### src/hdl/epr_pkg.sv
// Shared types, constants and the pan gain table for the envelope pan ramp setup block.
// Used by epr_cell and by the top level envelope_pan_ramp_setup_core.
package epr_pkg;

    localparam int PAN_TABLE_LENGTH = 128;
    localparam int PAN_W            = $clog2(PAN_TABLE_LENGTH);
    localparam int LEVEL_W          = 15;
    localparam int LEN_W            = 24;
    localparam int MAG_W            = 19;
    localparam int RATE_W           = 16;
    localparam int INT_STEPS        = MAG_W;
    localparam int FRAC_STEPS       = RATE_W;

    localparam logic [PAN_W-1:0]  PAN_CENTER = PAN_W'(PAN_TABLE_LENGTH / 2);
    localparam logic [RATE_W-1:0] INT_MAX    = 16'h7FFF;
    localparam logic [RATE_W-1:0] INT_MIN    = 16'h8000;
    localparam logic [RATE_W-1:0] FRAC_FULL  = 16'hFFFF;

    localparam logic [LEVEL_W-1:0] PAN_GAIN [PAN_TABLE_LENGTH] = '{
        15'd32767, 15'd32764, 15'd32757, 15'd32744, 15'd32727, 15'd32704, 15'd32677, 15'd32644,
        15'd32607, 15'd32564, 15'd32517, 15'd32464, 15'd32407, 15'd32344, 15'd32277, 15'd32205,
        15'd32127, 15'd32045, 15'd31958, 15'd31866, 15'd31770, 15'd31668, 15'd31561, 15'd31450,
        15'd31334, 15'd31213, 15'd31087, 15'd30957, 15'd30822, 15'd30682, 15'd30537, 15'd30388,
        15'd30234, 15'd30075, 15'd29912, 15'd29744, 15'd29572, 15'd29395, 15'd29214, 15'd29028,
        15'd28838, 15'd28643, 15'd28444, 15'd28241, 15'd28033, 15'd27821, 15'd27605, 15'd27385,
        15'd27160, 15'd26931, 15'd26698, 15'd26461, 15'd26220, 15'd25975, 15'd25726, 15'd25473,
        15'd25216, 15'd24956, 15'd24691, 15'd24423, 15'd24151, 15'd23875, 15'd23596, 15'd23313,
        15'd23026, 15'd22736, 15'd22442, 15'd22145, 15'd21845, 15'd21541, 15'd21234, 15'd20924,
        15'd20610, 15'd20294, 15'd19974, 15'd19651, 15'd19325, 15'd18997, 15'd18665, 15'd18331,
        15'd17993, 15'd17653, 15'd17310, 15'd16965, 15'd16617, 15'd16266, 15'd15913, 15'd15558,
        15'd15200, 15'd14840, 15'd14477, 15'd14113, 15'd13746, 15'd13377, 15'd13006, 15'd12633,
        15'd12258, 15'd11881, 15'd11503, 15'd11122, 15'd10740, 15'd10357, 15'd9971,  15'd9584,
        15'd9196,  15'd8806,  15'd8415,  15'd8023,  15'd7630,  15'd7235,  15'd6839,  15'd6442,
        15'd6044,  15'd5646,  15'd5246,  15'd4845,  15'd4444,  15'd4042,  15'd3640,  15'd3237,
        15'd2833,  15'd2429,  15'd2025,  15'd1620,  15'd1216,  15'd810,   15'd405,   15'd0
    };

    // One side's ramp computation as it moves along the divider cells.
    typedef struct packed {
        logic [LEN_W-1:0]   rem;     // partial remainder, below den when the length is nonzero
        logic [MAG_W-1:0]   acc;     // dividend bits still to enter, quotient bits behind
        logic [LEN_W-1:0]   den;     // segment length
        logic [LEVEL_W-1:0] tgt;     // panned target level
        logic               neg;     // rate numerator is negative
        logic               zl;      // segment length is zero
        logic               zl_up;   // target at or above current level
        logic               sat_hi;  // floor above the integer range
        logic               sat_lo;  // floor below the integer range
        logic [RATE_W-1:0]  qi;      // integer part of the rate
    } side_t;

endpackage

### src/hdl/epr_cell.sv
// One restoring-division cell: a single quotient bit per cycle while en is high, for one side.
// Depends on epr_pkg for side_t.
module epr_cell (
    input  logic           aclk,
    input  logic           en,
    input  epr_pkg::side_t side_in,
    output epr_pkg::side_t side_out
);

    epr_pkg::side_t         side_reg, side_next;
    logic [epr_pkg::LEN_W:0] trial;
    logic                    fits;

    always_comb begin
        trial = {side_in.rem, side_in.acc[epr_pkg::MAG_W-1]};
        fits  = (trial >= {1'b0, side_in.den});
        side_next = side_in;
        side_next.rem = fits ? epr_pkg::LEN_W'(trial - {1'b0, side_in.den})
                             : trial[epr_pkg::LEN_W-1:0];
        side_next.acc = {side_in.acc[epr_pkg::MAG_W-2:0], fits};
    end

    always_ff @(posedge aclk) begin
        if (en) begin
            side_reg <= side_next;
        end
    end

    assign side_out = side_reg;

endmodule

### config.mk
export PLATFORM = sky130hd
export DESIGN_NAME = epr_cell
export DESIGN_NICKNAME = d
export VERILOG_FILES = /design/src/hdl/epr_pkg.sv /design/src/hdl/epr_cell.sv
export SDC_FILE = /design/constraint.sdc
export NUM_CORES = 1
export LEC_CHECK = 0
export BUFFER_PORTS_ARGS = -buffer_cell sky130_fd_sc_hd__buf_2
export CORE_MARGIN = 5
export CORE_UTILIZATION = 45
export DETAILED_ROUTE_END_ITERATION = 10
export GPL_TIMING_DRIVEN = 0
export PLACE_DENSITY = 0.75
export SLEW_MARGIN = 0
export SYNTH_ARGS = -nofsm -noshare
export SYNTH_HDL_FRONTEND = slang
export SYNTH_SLANG_ARGS = --single-unit
### constraint.sdc
create_clock -name aclk -period 3.9 [get_ports aclk]
set_input_delay 0.78 -clock aclk [delete_from_list [all_inputs] [get_ports aclk]]
set_output_delay 0.78 -clock aclk [all_outputs]
set_load 0.05 [all_outputs]
# Word level (Yosys, flattened, before mapping)
# Index checks and enable logic that the tools add are counted.
# Widths: inputs -> output; s select.
[totals] reg_bits=103 out_inout_bits=103 elab_cells=13
[classes] n_addsub=1 n_lt_le_gt_ge=1 muxes=1
[op_table] operator="$ge 25x24->1" count=1
[op_table] operator="$mux 24" count=1
[op_table] operator="$sub 24x24->24" count=1

# Logic depth before layout (Yosys ltp)
# Gate-level depths: netlist (run 1).
[logic_depth] word_depth=2 depth_mapped=11

# Worst setup path after synthesis (run 1)
# OpenSTA, ideal clock, no wires.
[synth_path] path_kind="input to register" from="input port side_in[45] in the netlist's numbering" to="register side_reg (netlist bit side_out[89]), data pin" arrival_ns=2.697 t_required_ns=3.640 path_slack_ns=0.943 path_stages=11 n_path_buf=2 path_cell_list="inv_1 > ha_1 > buf_6 > and4_4 > and3_4 > a311oi_2 > a21bo_2 > nor2_8 > inv_6 > buf_12 > mux2_4"
[synth_lines] item="from (decl)" line="epr_cell.sv:6" rtl="input epr_pkg::side_t side_in,"
[synth_lines] item="to (signal assigned)" line="epr_cell.sv:25" rtl="side_reg <= side_next;"
[synth_lines] item="to (decl)" line="epr_cell.sv:10" rtl="epr_pkg::side_t side_reg, side_next;"

==> flow_summary.html, run 1 <==
<table>
<tr><th>Metric</th><th>Value</th></tr>
<tr><th colspan="2">Logic synthesis</th></tr>
<tr><td>Synth async-reset ratio</td><td>0%</td></tr>
<tr><td>Cell taking the most area after synthesis</td><td>sky130_fd_sc_hd__edfxtp_1</td></tr>
<tr><td>Post-Synthesis Net Count</td><td>512</td></tr>
<tr><td>Post-synthesis sequential area ratio</td><td>60.9%</td></tr>
<tr><td>Number of enable flip-flop cells after synthesis</td><td>103</td></tr>
<tr><td>Mapped Area</td><td>0.00508 mm²</td></tr>
<tr><td>Number of storage elements in the synthesis netlist</td><td>103</td></tr>
<tr><td>Total number of yosys warnings</td><td>0</td></tr>
<tr><td>Number of cells produced by synthesis</td><td>382</td></tr>
<tr><td>Count of different cell masters after synthesis</td><td>60</td></tr>
<tr><td>Area share of the leading cell type in the synthesized netlist</td><td>60.9%</td></tr>
<tr><td>Main flop type after synthesis</td><td>sky130_fd_sc_hd__edfxtp_1</td></tr>
<tr><td>Synth top area cells</td><td>sky130_fd_sc_hd__edfxtp_1 (61%), sky130_fd_sc_hd__ha_1 (5.9%), sky130_fd_sc_hd__inv_1 (2.4%)</td></tr>
<tr><td>Post-synthesis average cell area</td><td>13.3 µm²</td></tr>
<tr><th colspan="2">Placement</th></tr>
<tr><td>Half-perimeter wire length after placement</td><td>11.4 mm</td></tr>
<tr><td>Final GP Congestion</td><td>0.889</td></tr>
<tr><td>Quantity of I/O buffers inserted on ports</td><td>207</td></tr>
<tr><th colspan="2">Worst setup path</th></tr>
<tr><td>Type of element launching the critical path</td><td>primary input</td></tr>
<tr><td>Max Fanout on Critical Path</td><td>10</td></tr>
<tr><td>Cell chain of the critical path</td><td>buf_2 -&gt; inv_1 -&gt; ha_1 -&gt; a21oi_1 -&gt; o21ai_0 -&gt; o311ai_0 -&gt; clkbuf_1 -&gt; nand3_1 -&gt; o31ai_1</td></tr>
<tr><td>Kind of end point of the critical path</td><td>flip-flop</td></tr>
<tr><td>Data required time at the worst endpoint</td><td>4060 ps</td></tr>
<tr><td>Delay of the slowest critical-path stage</td><td>550 ps</td></tr>
<tr><td>Start-to-end type of the worst setup path</td><td>primary input to flip-flop</td></tr>
<tr><td>Worst-path cell with the longest stage delay</td><td>sky130_fd_sc_hd__clkbuf_1</td></tr>
<tr><td>Worst EP arrival</td><td>3300 ps</td></tr>
<tr><th colspan="2">Timing</th></tr>
<tr><td>Highest achievable clock rate</td><td>318 MHz</td></tr>
<tr><td>Number of slew-limit violations in the final report</td><td>0</td></tr>
<tr><td>Unrepaired setup endpoints after global routing</td><td>false</td></tr>
<tr><td>Max-slew headroom</td><td>57.5%</td></tr>
<tr><td>Final sum of negative setup slack</td><td>0 ps</td></tr>
<tr><td>Number of hold violations in the final report</td><td>0</td></tr>
<tr><td>Period Utilization, post-route</td><td>80.6%</td></tr>
<tr><td>Slew at the pin with the worst max-slew slack</td><td>638 ps</td></tr>
<tr><td>Number of endpoints failing setup at the final stage</td><td>0</td></tr>
<tr><td>Min Tclk post-route</td><td>3140 ps</td></tr>
<tr><th colspan="2">Die</th></tr>
<tr><td>Die area</td><td>0.0135 mm²</td></tr>
<tr><td>Number of top-level pins</td><td>208</td></tr>
<tr><td>Placement Rows</td><td>38</td></tr>
<tr><td>Die span in x</td><td>116 µm</td></tr>
<tr><td>Floorplan Core Area</td><td>0.0109 mm²</td></tr>
<tr><td>Die Ht</td><td>116 µm</td></tr>
<tr><td>Starting utilization of the core area</td><td>46.5%</td></tr>
<tr><th colspan="2">Clocking</th></tr>
<tr><td>Post-CTS Hold Fix Bufs</td><td>0</td></tr>
<tr><td>Clock transition at the register clock pins on the worst setup and hold paths after CTS</td><td>70 ps</td></tr>
<tr><td>Clock buffers created by TritonCTS</td><td>9</td></tr>
<tr><td>Clock tree from TritonCTS</td><td>done</td></tr>
<tr><td>Root buffer selected by CTS</td><td>sky130_fd_sc_hd__clkbuf_16</td></tr>
<tr><td>Buffer depth of the longest clock path</td><td>2</td></tr>
<tr><td>Number of cells upsized or downsized after cts</td><td>0</td></tr>
<tr><td>Post-CTS setup-driven buffer insertion count</td><td>0</td></tr>
<tr><td>Number of H-tree levels</td><td>3</td></tr>
<tr><td>CTS sink cnt</td><td>103</td></tr>
<tr><th colspan="2">Global routing</th></tr>
<tr><td>Overall overflow remaining after global route</td><td>0</td></tr>
<tr><td>First-pass GRT wire length</td><td>21.4 mm</td></tr>
<tr><td>Number of antenna violations at the first check in global routing</td><td>2</td></tr>
<tr><td>Largest net degree at the start of global routing</td><td>73</td></tr>
<tr><td>Vias in the first global route</td><td>3924</td></tr>
<tr><td>Gr usage total</td><td>20.9%</td></tr>
<tr><th colspan="2">Power</th></tr>
<tr><td>VDD IR max</td><td>0.265 mV</td></tr>
<tr><td>Total leakage power</td><td>2.86 nW</td></tr>
<tr><td>Power density relative to cell area</td><td>482 mW/mm²</td></tr>
<tr><th colspan="2">Finish</th></tr>
<tr><td>Most frequent cells in the layout</td><td>sky130_fd_sc_hd__buf_2 (211), sky130_fd_sc_hd__edfxtp_1 (103), sky130_fd_sc_hd__inv_1 (33), sky130_fd_sc_hd__a21oi_1 (24), sky130_fd_sc_hd__ha_1 (24)</td></tr>
<tr><td>Most common cell after layout, fill and taps aside</td><td>sky130_fd_sc_hd__buf_2</td></tr>
<tr><td>Number of flip-flops under the largest register name</td><td>103</td></tr>
<tr><td>Final core occ</td><td>60.7%</td></tr>
<tr><td>Share of final-layout standard cells stronger than drive strength 1</td><td>42.4%</td></tr>
<tr><td>Area growth from synthesis to layout</td><td>30.5%</td></tr>
<tr><td>FILL cells</td><td>885</td></tr>
<tr><td>Number of nets in the layout</td><td>731</td></tr>
<tr><th colspan="2">Run</th></tr>
<tr><td>Count of max-cap constraint violations</td><td>0</td></tr>
<tr><th colspan="2">Drt</th></tr>
<tr><td>DRT Pass-1 Iters</td><td>4</td></tr>
<tr><td>Total length of routed wires</td><td>14.5 mm</td></tr>
<tr><td>Detailed-route DRC error count</td><td>0</td></tr>
<tr><td>Post-DR wirelength/cell</td><td>19.3 µm</td></tr>
<tr><td>First DRT Iteration DRCs</td><td>322</td></tr>
<tr><td>Routed Antenna Nets</td><td>0</td></tr>
<tr><td>Number of vias in the routed layout</td><td>3955</td></tr>
<tr><td>DR vias/cell</td><td>5.29</td></tr>
<tr><th colspan="2">Min path</th></tr>
<tr><td>Path category of the worst min-delay check</td><td>primary input to flip-flop</td></tr>
<tr><th colspan="2">Status</th></tr>
<tr><td>Result of the run</td><td>completed</td></tr>
</table>
## layer usage
layer	GRT usage (%)	wire length [µm]	vias to the layer above
met2	36.5	7300	148
met4	4.95	159	4
li1	-	-	1912
met3	6.53	1390	17
met1	25.2	5590	1874
met5	0	21	-
## kinds of logic after synthesis
family	Yosys count	share of synthesized area (%)
flops	103	60.9
compound gates	96	14.3
xor+xnor	11	1.90
mux	10	2.58
buf+inv	49	4.60
simple gates	88	9.45
fa+ha+maj	25	6.30
## through the flow
stage          hold slack [ps]  cells  power [mW]  area [µm²]  setup WS, ps
6_report                   605    748        3.20        6630           757
5_1_grt                    592    746        3.34        6630           601
4_1_cts                    596    746        3.22        6630           805
3_5_place_dp               958    730        2.30        6320           448
3_3_place_gp               957    729        2.29        6290           450
2_1_floorplan              879    382        2.04        5080           943
## layout make-up
cell class | instances | area (µm²) | area share [%]
plain buffers | 15 | 101 | 1.53
diodes | 2 | 5.00 | 0.0754
inverters | 34 | 133 | 2.00
clock buffers | 9 | 225 | 3.39
clock inverters | 7 | 80.1 | 1.21
flip-flops and latches | 103 | 3090 | 46.6
multi-input cells | 230 | 1760 | 26.5
repair buffers | 208 | 1070 | 16.1
well taps | 140 | 175 | 2.64
## cell usage after synthesis (3+ instances only)
cell                        number
sky130_fd_sc_hd__edfxtp_1      103
sky130_fd_sc_hd__inv_1          33
sky130_fd_sc_hd__a21oi_1        24
sky130_fd_sc_hd__ha_1           24
sky130_fd_sc_hd__nand2_1        16
sky130_fd_sc_hd__nand3_1        16
sky130_fd_sc_hd__o21ai_0        14
sky130_fd_sc_hd__nor3_1         13
sky130_fd_sc_hd__nor2_1         10
sky130_fd_sc_hd__o21a_1          9
sky130_fd_sc_hd__xnor2_1         8
sky130_fd_sc_hd__nand4_1         7
sky130_fd_sc_hd__o31ai_1         7
sky130_fd_sc_hd__and3_1          6
sky130_fd_sc_hd__clkbuf_1        6
sky130_fd_sc_hd__buf_2           5
sky130_fd_sc_hd__mux2_2          5
sky130_fd_sc_hd__mux2_4          5
sky130_fd_sc_hd__nor2b_1         4
sky130_fd_sc_hd__o221ai_1        4
sky130_fd_sc_hd__o31a_1          4
sky130_fd_sc_hd__or3_1           4
sky130_fd_sc_hd__a211oi_1        3
sky130_fd_sc_hd__a21boi_0        3
sky130_fd_sc_hd__buf_6           3
sky130_fd_sc_hd__o2111ai_1       3
sky130_fd_sc_hd__o211ai_1        3
sky130_fd_sc_hd__xor2_1          3
## path summary, 6_finish.rpt
check / startpoint / end / slack (ps) / cells after the start
max: side_in[48] / side_out[99]$_DFFE_PP_ / 760 / 9
min: side_in[70] / side_out[71]$_DFFE_PP_ / 600 / 1
## report_power, final
part           switching (mW)  internal, mW
sequential             0.0255          1.35
clock                   0.418         0.506
combinational           0.650         0.254
total                    1.09          2.11
## worst max-delay path, delay by kind of cell
family / cells / cell delay, ps
fa+ha+maj: 1 / 400
buf+inv: 3 / 680
compound gates: 4 / 1280
simple gates: 1 / 170
No activity file was read; power rests on OpenSTA's default activity.
==> inputs of run 2 (changes only) <==
--- a/config.mk
+++ b/config.mk
@@ -7,10 +7,10 @@
 export LEC_CHECK = 0
 export BUFFER_PORTS_ARGS = -buffer_cell sky130_fd_sc_hd__buf_2
 export CORE_MARGIN = 5
-export CORE_UTILIZATION = 45
+export CORE_UTILIZATION = 44
 export DETAILED_ROUTE_END_ITERATION = 10
 export GPL_TIMING_DRIVEN = 0
-export PLACE_DENSITY = 0.75
+export PLACE_DENSITY = 0.77
 export SLEW_MARGIN = 0
 export SYNTH_ARGS = -nofsm -noshare
 export SYNTH_HDL_FRONTEND = slang
==> constraint.sdc (replaced) <==
create_clock -name aclk -period 2.6 [get_ports aclk]
set_input_delay 0.52 -clock aclk [delete_from_list [all_inputs] [get_ports aclk]]
set_output_delay 0.52 -clock aclk [all_outputs]
set_load 0.05 [all_outputs]
==> run 2 against run 1 <==
Net effect: via count is 3.6% higher; global-route usage fell by 0.87 points; power is 52% higher; sequential power up 50%; worst setup slack worse by 710 ps; critical path type unchanged; highest routed layer is now met4.
==> flow_summary.html, run 2 (synthesized netlist as in run 1, its figures left out) <==
<table>
<tr><th>Metric</th><th>Value</th></tr>
<tr><th colspan="2">Power</th></tr>
<tr><td>Power density relative to cell area</td><td>711 mW/mm²</td></tr>
<tr><td>Total leakage power</td><td>2.92 nW</td></tr>
<tr><td>VDD IR max</td><td>0.405 mV</td></tr>
<tr><th colspan="2">Clocking</th></tr>
<tr><td>Number of H-tree levels</td><td>3</td></tr>
<tr><td>Clock transition at the register clock pins on the worst setup and hold paths after CTS</td><td>70 ps</td></tr>
<tr><td>Root buffer selected by CTS</td><td>sky130_fd_sc_hd__clkbuf_16</td></tr>
<tr><td>Buffer depth of the longest clock path</td><td>2</td></tr>
<tr><td>CTS sink cnt</td><td>103</td></tr>
<tr><td>Clock tree from TritonCTS</td><td>done</td></tr>
<tr><td>Clock buffers created by TritonCTS</td><td>9</td></tr>
<tr><th colspan="2">Placement</th></tr>
<tr><td>Final GP Congestion</td><td>0.876</td></tr>
<tr><td>Placed cell count</td><td>733</td></tr>
<tr><td>Pre-CTS setup slack</td><td>-560 ps</td></tr>
<tr><td>Half-perimeter wire length after placement</td><td>11.1 mm</td></tr>
<tr><td>Quantity of I/O buffers inserted on ports</td><td>207</td></tr>
<tr><td>Placed cell areas</td><td>0.00642 mm²</td></tr>
<tr><th colspan="2">Worst setup path</th></tr>
<tr><td>Data required time at the worst endpoint</td><td>2690 ps</td></tr>
<tr><td>Start-to-end type of the worst setup path</td><td>primary input to flip-flop</td></tr>
<tr><td>Type of element launching the critical path</td><td>primary input</td></tr>
<tr><td>Kind of end point of the critical path</td><td>flip-flop</td></tr>
<tr><td>Worst EP arrival</td><td>2640 ps</td></tr>
<tr><td>Max Fanout on Critical Path</td><td>10</td></tr>
<tr><th colspan="2">Global routing</th></tr>
<tr><td>Number of antenna violations at the first check in global routing</td><td>0</td></tr>
<tr><td>Gr usage total</td><td>20.0%</td></tr>
<tr><td>GRT met3 Usage</td><td>4.04%</td></tr>
<tr><td>GRT met1 Usage</td><td>25.9%</td></tr>
<tr><td>GRT busiest layer</td><td>met2</td></tr>
<tr><td>Global-route met2 utilization</td><td>34.0%</td></tr>
<tr><td>Vias in the first global route</td><td>4062</td></tr>
<tr><td>Largest net degree at the start of global routing</td><td>72</td></tr>
<tr><td>Overall overflow remaining after global route</td><td>0</td></tr>
<tr><td>First-pass GRT wire length</td><td>22.2 mm</td></tr>
<tr><th colspan="2">Finish</th></tr>
<tr><td>Most common cell after layout, fill and taps aside</td><td>sky130_fd_sc_hd__buf_2</td></tr>
<tr><td>FILL cells</td><td>921</td></tr>
<tr><td>Ant. Diodes</td><td>0</td></tr>
<tr><td>Number of nets in the layout</td><td>735</td></tr>
<tr><td>Cell Count, Final, Fillers Out</td><td>753</td></tr>
<tr><td>Final cell area excluding filler cells</td><td>0.00683 mm²</td></tr>
<tr><td>Area occupied by multi-input gates</td><td>0.00189 mm²</td></tr>
<tr><td>Area growth from synthesis to layout</td><td>34.4%</td></tr>
<tr><td>Number of flip-flops under the largest register name</td><td>103</td></tr>
<tr><td>Most frequent cells in the layout</td><td>sky130_fd_sc_hd__buf_2 (209), sky130_fd_sc_hd__edfxtp_1 (103), sky130_fd_sc_hd__inv_1 (29), sky130_fd_sc_hd__a21oi_1 (19), sky130_fd_sc_hd__ha_1 (17)</td></tr>
<tr><td>Sequential cell area</td><td>0.00309 mm²</td></tr>
<tr><td>Share of final-layout standard cells stronger than drive strength 1</td><td>47.4%</td></tr>
<tr><th colspan="2">Drt</th></tr>
<tr><td>Post-DR wirelength/cell</td><td>19.2 µm</td></tr>
<tr><td>Total length of routed wires</td><td>14.4 mm</td></tr>
<tr><td>Number of vias in the routed layout</td><td>4099</td></tr>
<tr><td>Detailed-route DRC error count</td><td>0</td></tr>
<tr><td>DRT Pass-1 Iters</td><td>5</td></tr>
<tr><td>DR vias/cell</td><td>5.44</td></tr>
<tr><td>Routed Antenna Nets</td><td>0</td></tr>
<tr><td>First DRT Iteration DRCs</td><td>408</td></tr>
<tr><th colspan="2">Timing</th></tr>
<tr><td>Number of hold violations in the final report</td><td>0</td></tr>
<tr><td>Period Utilization, post-route</td><td>98.2%</td></tr>
<tr><td>Min Tclk post-route</td><td>2550 ps</td></tr>
<tr><td>Number of slew-limit violations in the final report</td><td>0</td></tr>
<tr><td>Number of endpoints failing setup at the final stage</td><td>0</td></tr>
<tr><td>Slew at the pin with the worst max-slew slack</td><td>567 ps</td></tr>
<tr><td>Unrepaired setup endpoints after global routing</td><td>true</td></tr>
<tr><td>Highest achievable clock rate</td><td>392 MHz</td></tr>
<tr><td>Final sum of negative setup slack</td><td>0 ps</td></tr>
<tr><td>Post-route worst setup slack</td><td>47.8 ps</td></tr>
<tr><td>WHS</td><td>349 ps</td></tr>
<tr><td>Max-slew headroom</td><td>61.2%</td></tr>
<tr><th colspan="2">Die</th></tr>
<tr><td>Starting utilization of the core area</td><td>44.7%</td></tr>
<tr><td>Die area</td><td>0.0138 mm²</td></tr>
<tr><td>Placement Rows</td><td>39</td></tr>
<tr><td>Floorplan Core Area</td><td>0.0114 mm²</td></tr>
<tr><td>Number of top-level pins</td><td>208</td></tr>
<tr><td>Die span in x</td><td>117 µm</td></tr>
<tr><td>Die Ht</td><td>117 µm</td></tr>
<tr><th colspan="2">Status</th></tr>
<tr><td>Result of the run</td><td>completed</td></tr>
<tr><th colspan="2">Min path</th></tr>
<tr><td>Path category of the worst min-delay check</td><td>primary input to flip-flop</td></tr>
<tr><td>Min-Delay Endpoint</td><td>side_out[71]$_DFFE_PP_</td></tr>
<tr><td>Start point of the worst min-delay path</td><td>side_in[70]</td></tr>
<tr><td>Hold path depth</td><td>1</td></tr>
<tr><th colspan="2">Run</th></tr>
<tr><td>Count of max-cap constraint violations</td><td>0</td></tr>
</table>
-- run 2: changes by cell type in the layout (fill, tap and decap cells not counted), moves of 3 or more --
cell	change
sky130_fd_sc_hd__buf_4	+7
sky130_fd_sc_hd__a21oi_1	-5
sky130_fd_sc_hd__clkbuf_1	-5
sky130_fd_sc_hd__ha_1	-7
sky130_fd_sc_hd__clkbuf_2	+3
sky130_fd_sc_hd__a21oi_2	+5
sky130_fd_sc_hd__ha_4	+5
sky130_fd_sc_hd__inv_2	+3
sky130_fd_sc_hd__inv_1	-4
-- run 2: timing repair --
| action | 4_1_cts | 5_1_grt |
|---|---|---|
| pin swaps | 0 | 5 |
| hold buffers | 0 | 0 |
| setup endpoints to repair | 15 | 17 |
| gates resized for setup | 6 | 12 |
| buffers inserted | 0 | 7 |
| endpoints found under the hold margin | 0 | 0 |
-- run 2: worst max-delay path by stage --
stage                     slack, ps                       to  depth (start not counted)         from
after floorplan                   2   side_out[89]$_DFFE_PP_                          9  side_in[82]
after global placement         -590   side_out[94]$_DFFE_PP_                         11  side_in[52]
after detailed placement       -560   side_out[96]$_DFFE_PP_                         10  side_in[42]
after CTS                        10   side_out[90]$_DFFE_PP_                         11  side_in[47]
after global routing            -30  side_out[101]$_DFFE_PP_                         10  side_in[78]
final                            50   side_out[90]$_DFFE_PP_                         11  side_in[42]
-- run 2: layout make-up --
class / count / area share (%)
Sequential cell: 103 / 45.3
Clock buffer: 10 / 3.35
Buffer: 12 / 1.50
Timing Repair Buffer: 215 / 16.4
Inverter: 34 / 1.98
Tap cell: 143 / 2.62
Multi-Input combinational cell: 230 / 27.7
Clock inverter: 6 / 1.14
-- run 2: metal layers --
| metal | share of wire, % | vias to the layer above | routed length, µm |
|---|---|---|---|
| met1 | 42 | 1975 | 6020 |
| met5 | 0 | - | 0 |
| li1 | - | 1925 | - |
| met2 | 50 | 181 | 7190 |
| met4 | 1.6 | 0 | 238 |
| met3 | 6.8 | 18 | 983 |
-- run 2: stage by stage --
stage	utilization [%]	total power [mW]
2_1_floorplan	-	3.08
3_3_place_gp	56.2	3.45
3_5_place_dp	56.5	3.47
4_1_cts	59.2	4.86
5_1_grt	60.1	5.06
6_report	60.1	4.85
-- run 2: worst max-delay path, cell delays in order --
cell and delay [ps]:
sky130_fd_sc_hd__buf_2 90, sky130_fd_sc_hd__inv_1 40, sky130_fd_sc_hd__ha_1 370, sky130_fd_sc_hd__a21oi_2 210, sky130_fd_sc_hd__o21ai_1 110, sky130_fd_sc_hd__nor2b_2 200
sky130_fd_sc_hd__o311a_4 440, sky130_fd_sc_hd__nor2_8 150, sky130_fd_sc_hd__inv_6 60, sky130_fd_sc_hd__buf_12 150, sky130_fd_sc_hd__mux2_4 290
-- run 2: report_power, final --
part	leakage [nW]	switching (mW)	internal [mW]
Combinational	1.77	0.997	0.411
Sequential	1.01	0.0373	2.02
Clock	0.147	0.627	0.765
==> inputs of run 3 (changes only) <==
--- a/config.mk
+++ b/config.mk
@@ -11,6 +11,7 @@
 export DETAILED_ROUTE_END_ITERATION = 10
 export GPL_TIMING_DRIVEN = 0
 export PLACE_DENSITY = 0.77
+export RECOVER_POWER = 100
 export SLEW_MARGIN = 0
 export SYNTH_ARGS = -nofsm -noshare
 export SYNTH_HDL_FRONTEND = slang
==> run 3 against run 2 <==
Net effect: the run now ends with capacitance limit, slew limit left; power down 0.94%; cell area down 2.2%; cell count unchanged; via count down 0.51%; utilization down 1.3 points; maximum frequency down 1.5%; global-route usage unchanged; sequential power about the same; worst hold slack about the same; first-iteration DRC count up 4.2%; critical path type unchanged; largest cell class unchanged; highest routed layer unchanged.
==> flow_summary.html, run 3 (synthesized netlist as in run 1, its figures left out) <==
<table>
<tr><th>Metric</th><th>Value</th></tr>
<tr><th colspan="2">Finish</th></tr>
<tr><td>Ant. Diodes</td><td>0</td></tr>
<tr><td>Most common cell after layout, fill and taps aside</td><td>sky130_fd_sc_hd__clkbuf_1</td></tr>
<tr><td>Cell Count, Final, Fillers Out</td><td>753</td></tr>
<tr><td>FILL cells</td><td>988</td></tr>
<tr><td>Most frequent cells in the layout</td><td>sky130_fd_sc_hd__clkbuf_1 (117), sky130_fd_sc_hd__edfxtp_1 (103), sky130_fd_sc_hd__buf_2 (94), sky130_fd_sc_hd__inv_1 (29), sky130_fd_sc_hd__a21oi_1 (19)</td></tr>
<tr><td>Number of flip-flops under the largest register name</td><td>103</td></tr>
<tr><td>Share of final-layout standard cells stronger than drive strength 1</td><td>28.4%</td></tr>
<tr><td>Area growth from synthesis to layout</td><td>31.5%</td></tr>
<tr><td>Number of nets in the layout</td><td>735</td></tr>
<tr><th colspan="2">Worst setup path</th></tr>
<tr><td>Max Fanout on Critical Path</td><td>10</td></tr>
<tr><td>Worst EP arrival</td><td>2690 ps</td></tr>
<tr><td>Start-to-end type of the worst setup path</td><td>primary input to flip-flop</td></tr>
<tr><td>Kind of end point of the critical path</td><td>flip-flop</td></tr>
<tr><td>Type of element launching the critical path</td><td>primary input</td></tr>
<tr><td>Data required time at the worst endpoint</td><td>2700 ps</td></tr>
<tr><th colspan="2">Power</th></tr>
<tr><td>Final total power</td><td>4.81 mW</td></tr>
<tr><td>VDD IR max</td><td>0.389 mV</td></tr>
<tr><td>Total leakage power</td><td>2.60 nW</td></tr>
<tr><td>Power density relative to cell area</td><td>720 mW/mm²</td></tr>
<tr><th colspan="2">Timing</th></tr>
<tr><td>Number of hold violations in the final report</td><td>0</td></tr>
<tr><td>Final sum of negative setup slack</td><td>0 ps</td></tr>
<tr><td>Unrepaired setup endpoints after global routing</td><td>true</td></tr>
<tr><td>Post-route worst setup slack</td><td>7.85 ps</td></tr>
<tr><td>Slew at the pin with the worst max-slew slack</td><td>1930 ps</td></tr>
<tr><td>Number of slew-limit violations in the final report</td><td>33</td></tr>
<tr><td>Min Tclk post-route</td><td>2590 ps</td></tr>
<tr><td>Highest achievable clock rate</td><td>386 MHz</td></tr>
<tr><td>Number of endpoints failing setup at the final stage</td><td>0</td></tr>
<tr><td>Max-slew headroom</td><td>-28.5%</td></tr>
<tr><td>Period Utilization, post-route</td><td>99.7%</td></tr>
<tr><th colspan="2">Global routing</th></tr>
<tr><td>First-pass GRT wire length</td><td>22.2 mm</td></tr>
<tr><td>Largest net degree at the start of global routing</td><td>72</td></tr>
<tr><td>GRT met3 Usage</td><td>4.04%</td></tr>
<tr><td>GRT met1 Usage</td><td>25.9%</td></tr>
<tr><td>GRT busiest layer</td><td>met2</td></tr>
<tr><td>Overall overflow remaining after global route</td><td>0</td></tr>
<tr><td>Global-route met2 utilization</td><td>34.0%</td></tr>
<tr><td>Number of antenna violations at the first check in global routing</td><td>0</td></tr>
<tr><td>Gr usage total</td><td>20.0%</td></tr>
<tr><td>Vias in the first global route</td><td>4062</td></tr>
<tr><th colspan="2">Placement</th></tr>
<tr><td>Final GP Congestion</td><td>0.876</td></tr>
<tr><td>Half-perimeter wire length after placement</td><td>11.1 mm</td></tr>
<tr><td>Quantity of I/O buffers inserted on ports</td><td>207</td></tr>
<tr><td>Pre-CTS setup slack</td><td>-560 ps</td></tr>
<tr><td>Placed cell count</td><td>733</td></tr>
<tr><th colspan="2">Drt</th></tr>
<tr><td>Total length of routed wires</td><td>14.5 mm</td></tr>
<tr><td>DR vias/cell</td><td>5.42</td></tr>
<tr><td>Routed Antenna Nets</td><td>0</td></tr>
<tr><td>DRT Pass-1 Iters</td><td>4</td></tr>
<tr><td>Post-DR wirelength/cell</td><td>19.3 µm</td></tr>
<tr><td>First DRT Iteration DRCs</td><td>425</td></tr>
<tr><td>Number of vias in the routed layout</td><td>4078</td></tr>
<tr><td>Detailed-route DRC error count</td><td>0</td></tr>
<tr><th colspan="2">Clocking</th></tr>
<tr><td>Clock tree from TritonCTS</td><td>done</td></tr>
<tr><td>Buffer depth of the longest clock path</td><td>2</td></tr>
<tr><td>Post-CTS Hold Fix Bufs</td><td>0</td></tr>
<tr><td>Clock transition at the register clock pins on the worst setup and hold paths after CTS</td><td>70 ps</td></tr>
<tr><td>Clock buffers created by TritonCTS</td><td>9</td></tr>
<tr><td>Number of H-tree levels</td><td>3</td></tr>
<tr><td>CTS sink cnt</td><td>103</td></tr>
<tr><td>Root buffer selected by CTS</td><td>sky130_fd_sc_hd__clkbuf_16</td></tr>
<tr><th colspan="2">Die</th></tr>
<tr><td>Die span in x</td><td>117 µm</td></tr>
<tr><td>Die area</td><td>0.0138 mm²</td></tr>
<tr><td>Number of top-level pins</td><td>208</td></tr>
<tr><td>Placement Rows</td><td>39</td></tr>
<tr><td>Starting utilization of the core area</td><td>44.7%</td></tr>
<tr><td>Die Ht</td><td>117 µm</td></tr>
<tr><td>Floorplan Core Area</td><td>0.0114 mm²</td></tr>
<tr><th colspan="2">Min path</th></tr>
<tr><td>Path category of the worst min-delay check</td><td>primary input to flip-flop</td></tr>
<tr><td>Start point of the worst min-delay path</td><td>side_in[70]</td></tr>
<tr><td>Min-Delay Endpoint</td><td>side_out[71]$_DFFE_PP_</td></tr>
<tr><td>Hold path depth</td><td>1</td></tr>
<tr><th colspan="2">Run</th></tr>
<tr><td>Count of max-cap constraint violations</td><td>1</td></tr>
<tr><th colspan="2">Status</th></tr>
<tr><td>Violations in the final reports</td><td>capacitance limit, slew limit</td></tr>
<tr><td>Result of the run</td><td>finished, violations left</td></tr>
</table>
[run 3: cell count changes in the layout (fill, tap and decap cells not counted), sizes merged]
cell	previous run	this run
clkbuf	14	130
buf	223	107
[run 3: what timing repair did]
action,4_1_cts,5_1_grt
gates cloned,0,0
endpoints found under the setup margin,15,17
buffers inserted,0,7
resized for setup,6,12
pin swaps,0,5
[run 3: worst max path at each step]
stage	startpoint	endpoint	depth (start not counted)
detailed placement	side_in[42]	side_out[96]$_DFFE_PP_	10
global route	side_in[54]	side_out[90]$_DFFE_PP_	11
global placement	side_in[52]	side_out[94]$_DFFE_PP_	11
floorplan	side_in[82]	side_out[89]$_DFFE_PP_	9
CTS	side_in[47]	side_out[90]$_DFFE_PP_	11
finish	side_in[54]	side_out[95]$_DFFE_PP_	11
[run 3: layer usage]
metal  up-vias  wire, µm
met4         0       240
met1      1963      6150
li1       1926         -
met5         -         0
met3        18       939
met2       171      7180
[run 3: worst max-delay path: stages]
cell and delay (ps):
sky130_fd_sc_hd__clkbuf_1 120, sky130_fd_sc_hd__inv_1 60, sky130_fd_sc_hd__ha_1 310, sky130_fd_sc_hd__a21oi_1 320
sky130_fd_sc_hd__o21a_1 300, sky130_fd_sc_hd__o221ai_4 150, sky130_fd_sc_hd__a21bo_4 270, sky130_fd_sc_hd__nor2_8 110
sky130_fd_sc_hd__inv_6 60, sky130_fd_sc_hd__buf_12 150, sky130_fd_sc_hd__mux2_4 300
[run 3: cell type report]
cell class,instances,area [µm²],area share (%)
buffer,12,103,1.54
clock buffer,10,229,3.43
clock inverter,6,77.6,1.16
inverter,34,135,2.02
multi-input combinational,230,1890,28.4
sequential,103,3090,46.3
tap,143,179,2.68
timing repair buffer,215,971,14.5
[run 3: power breakdown]
group / internal (mW) / switching (mW)
registers: 2.02 / 0.0429
clock network: 0.764 / 0.619
logic: 0.364 / 0.998
[run 3: metrics by stage]
stage,util (%),area [µm²],hold WS [ps]
2_1_floorplan,-,5170,619
3_3_place_gp,56.2,6390,697
3_5_place_dp,56.5,6420,698
4_1_cts,59.2,6740,341
5_1_grt,58.8,6680,338
6_report,58.8,6680,349
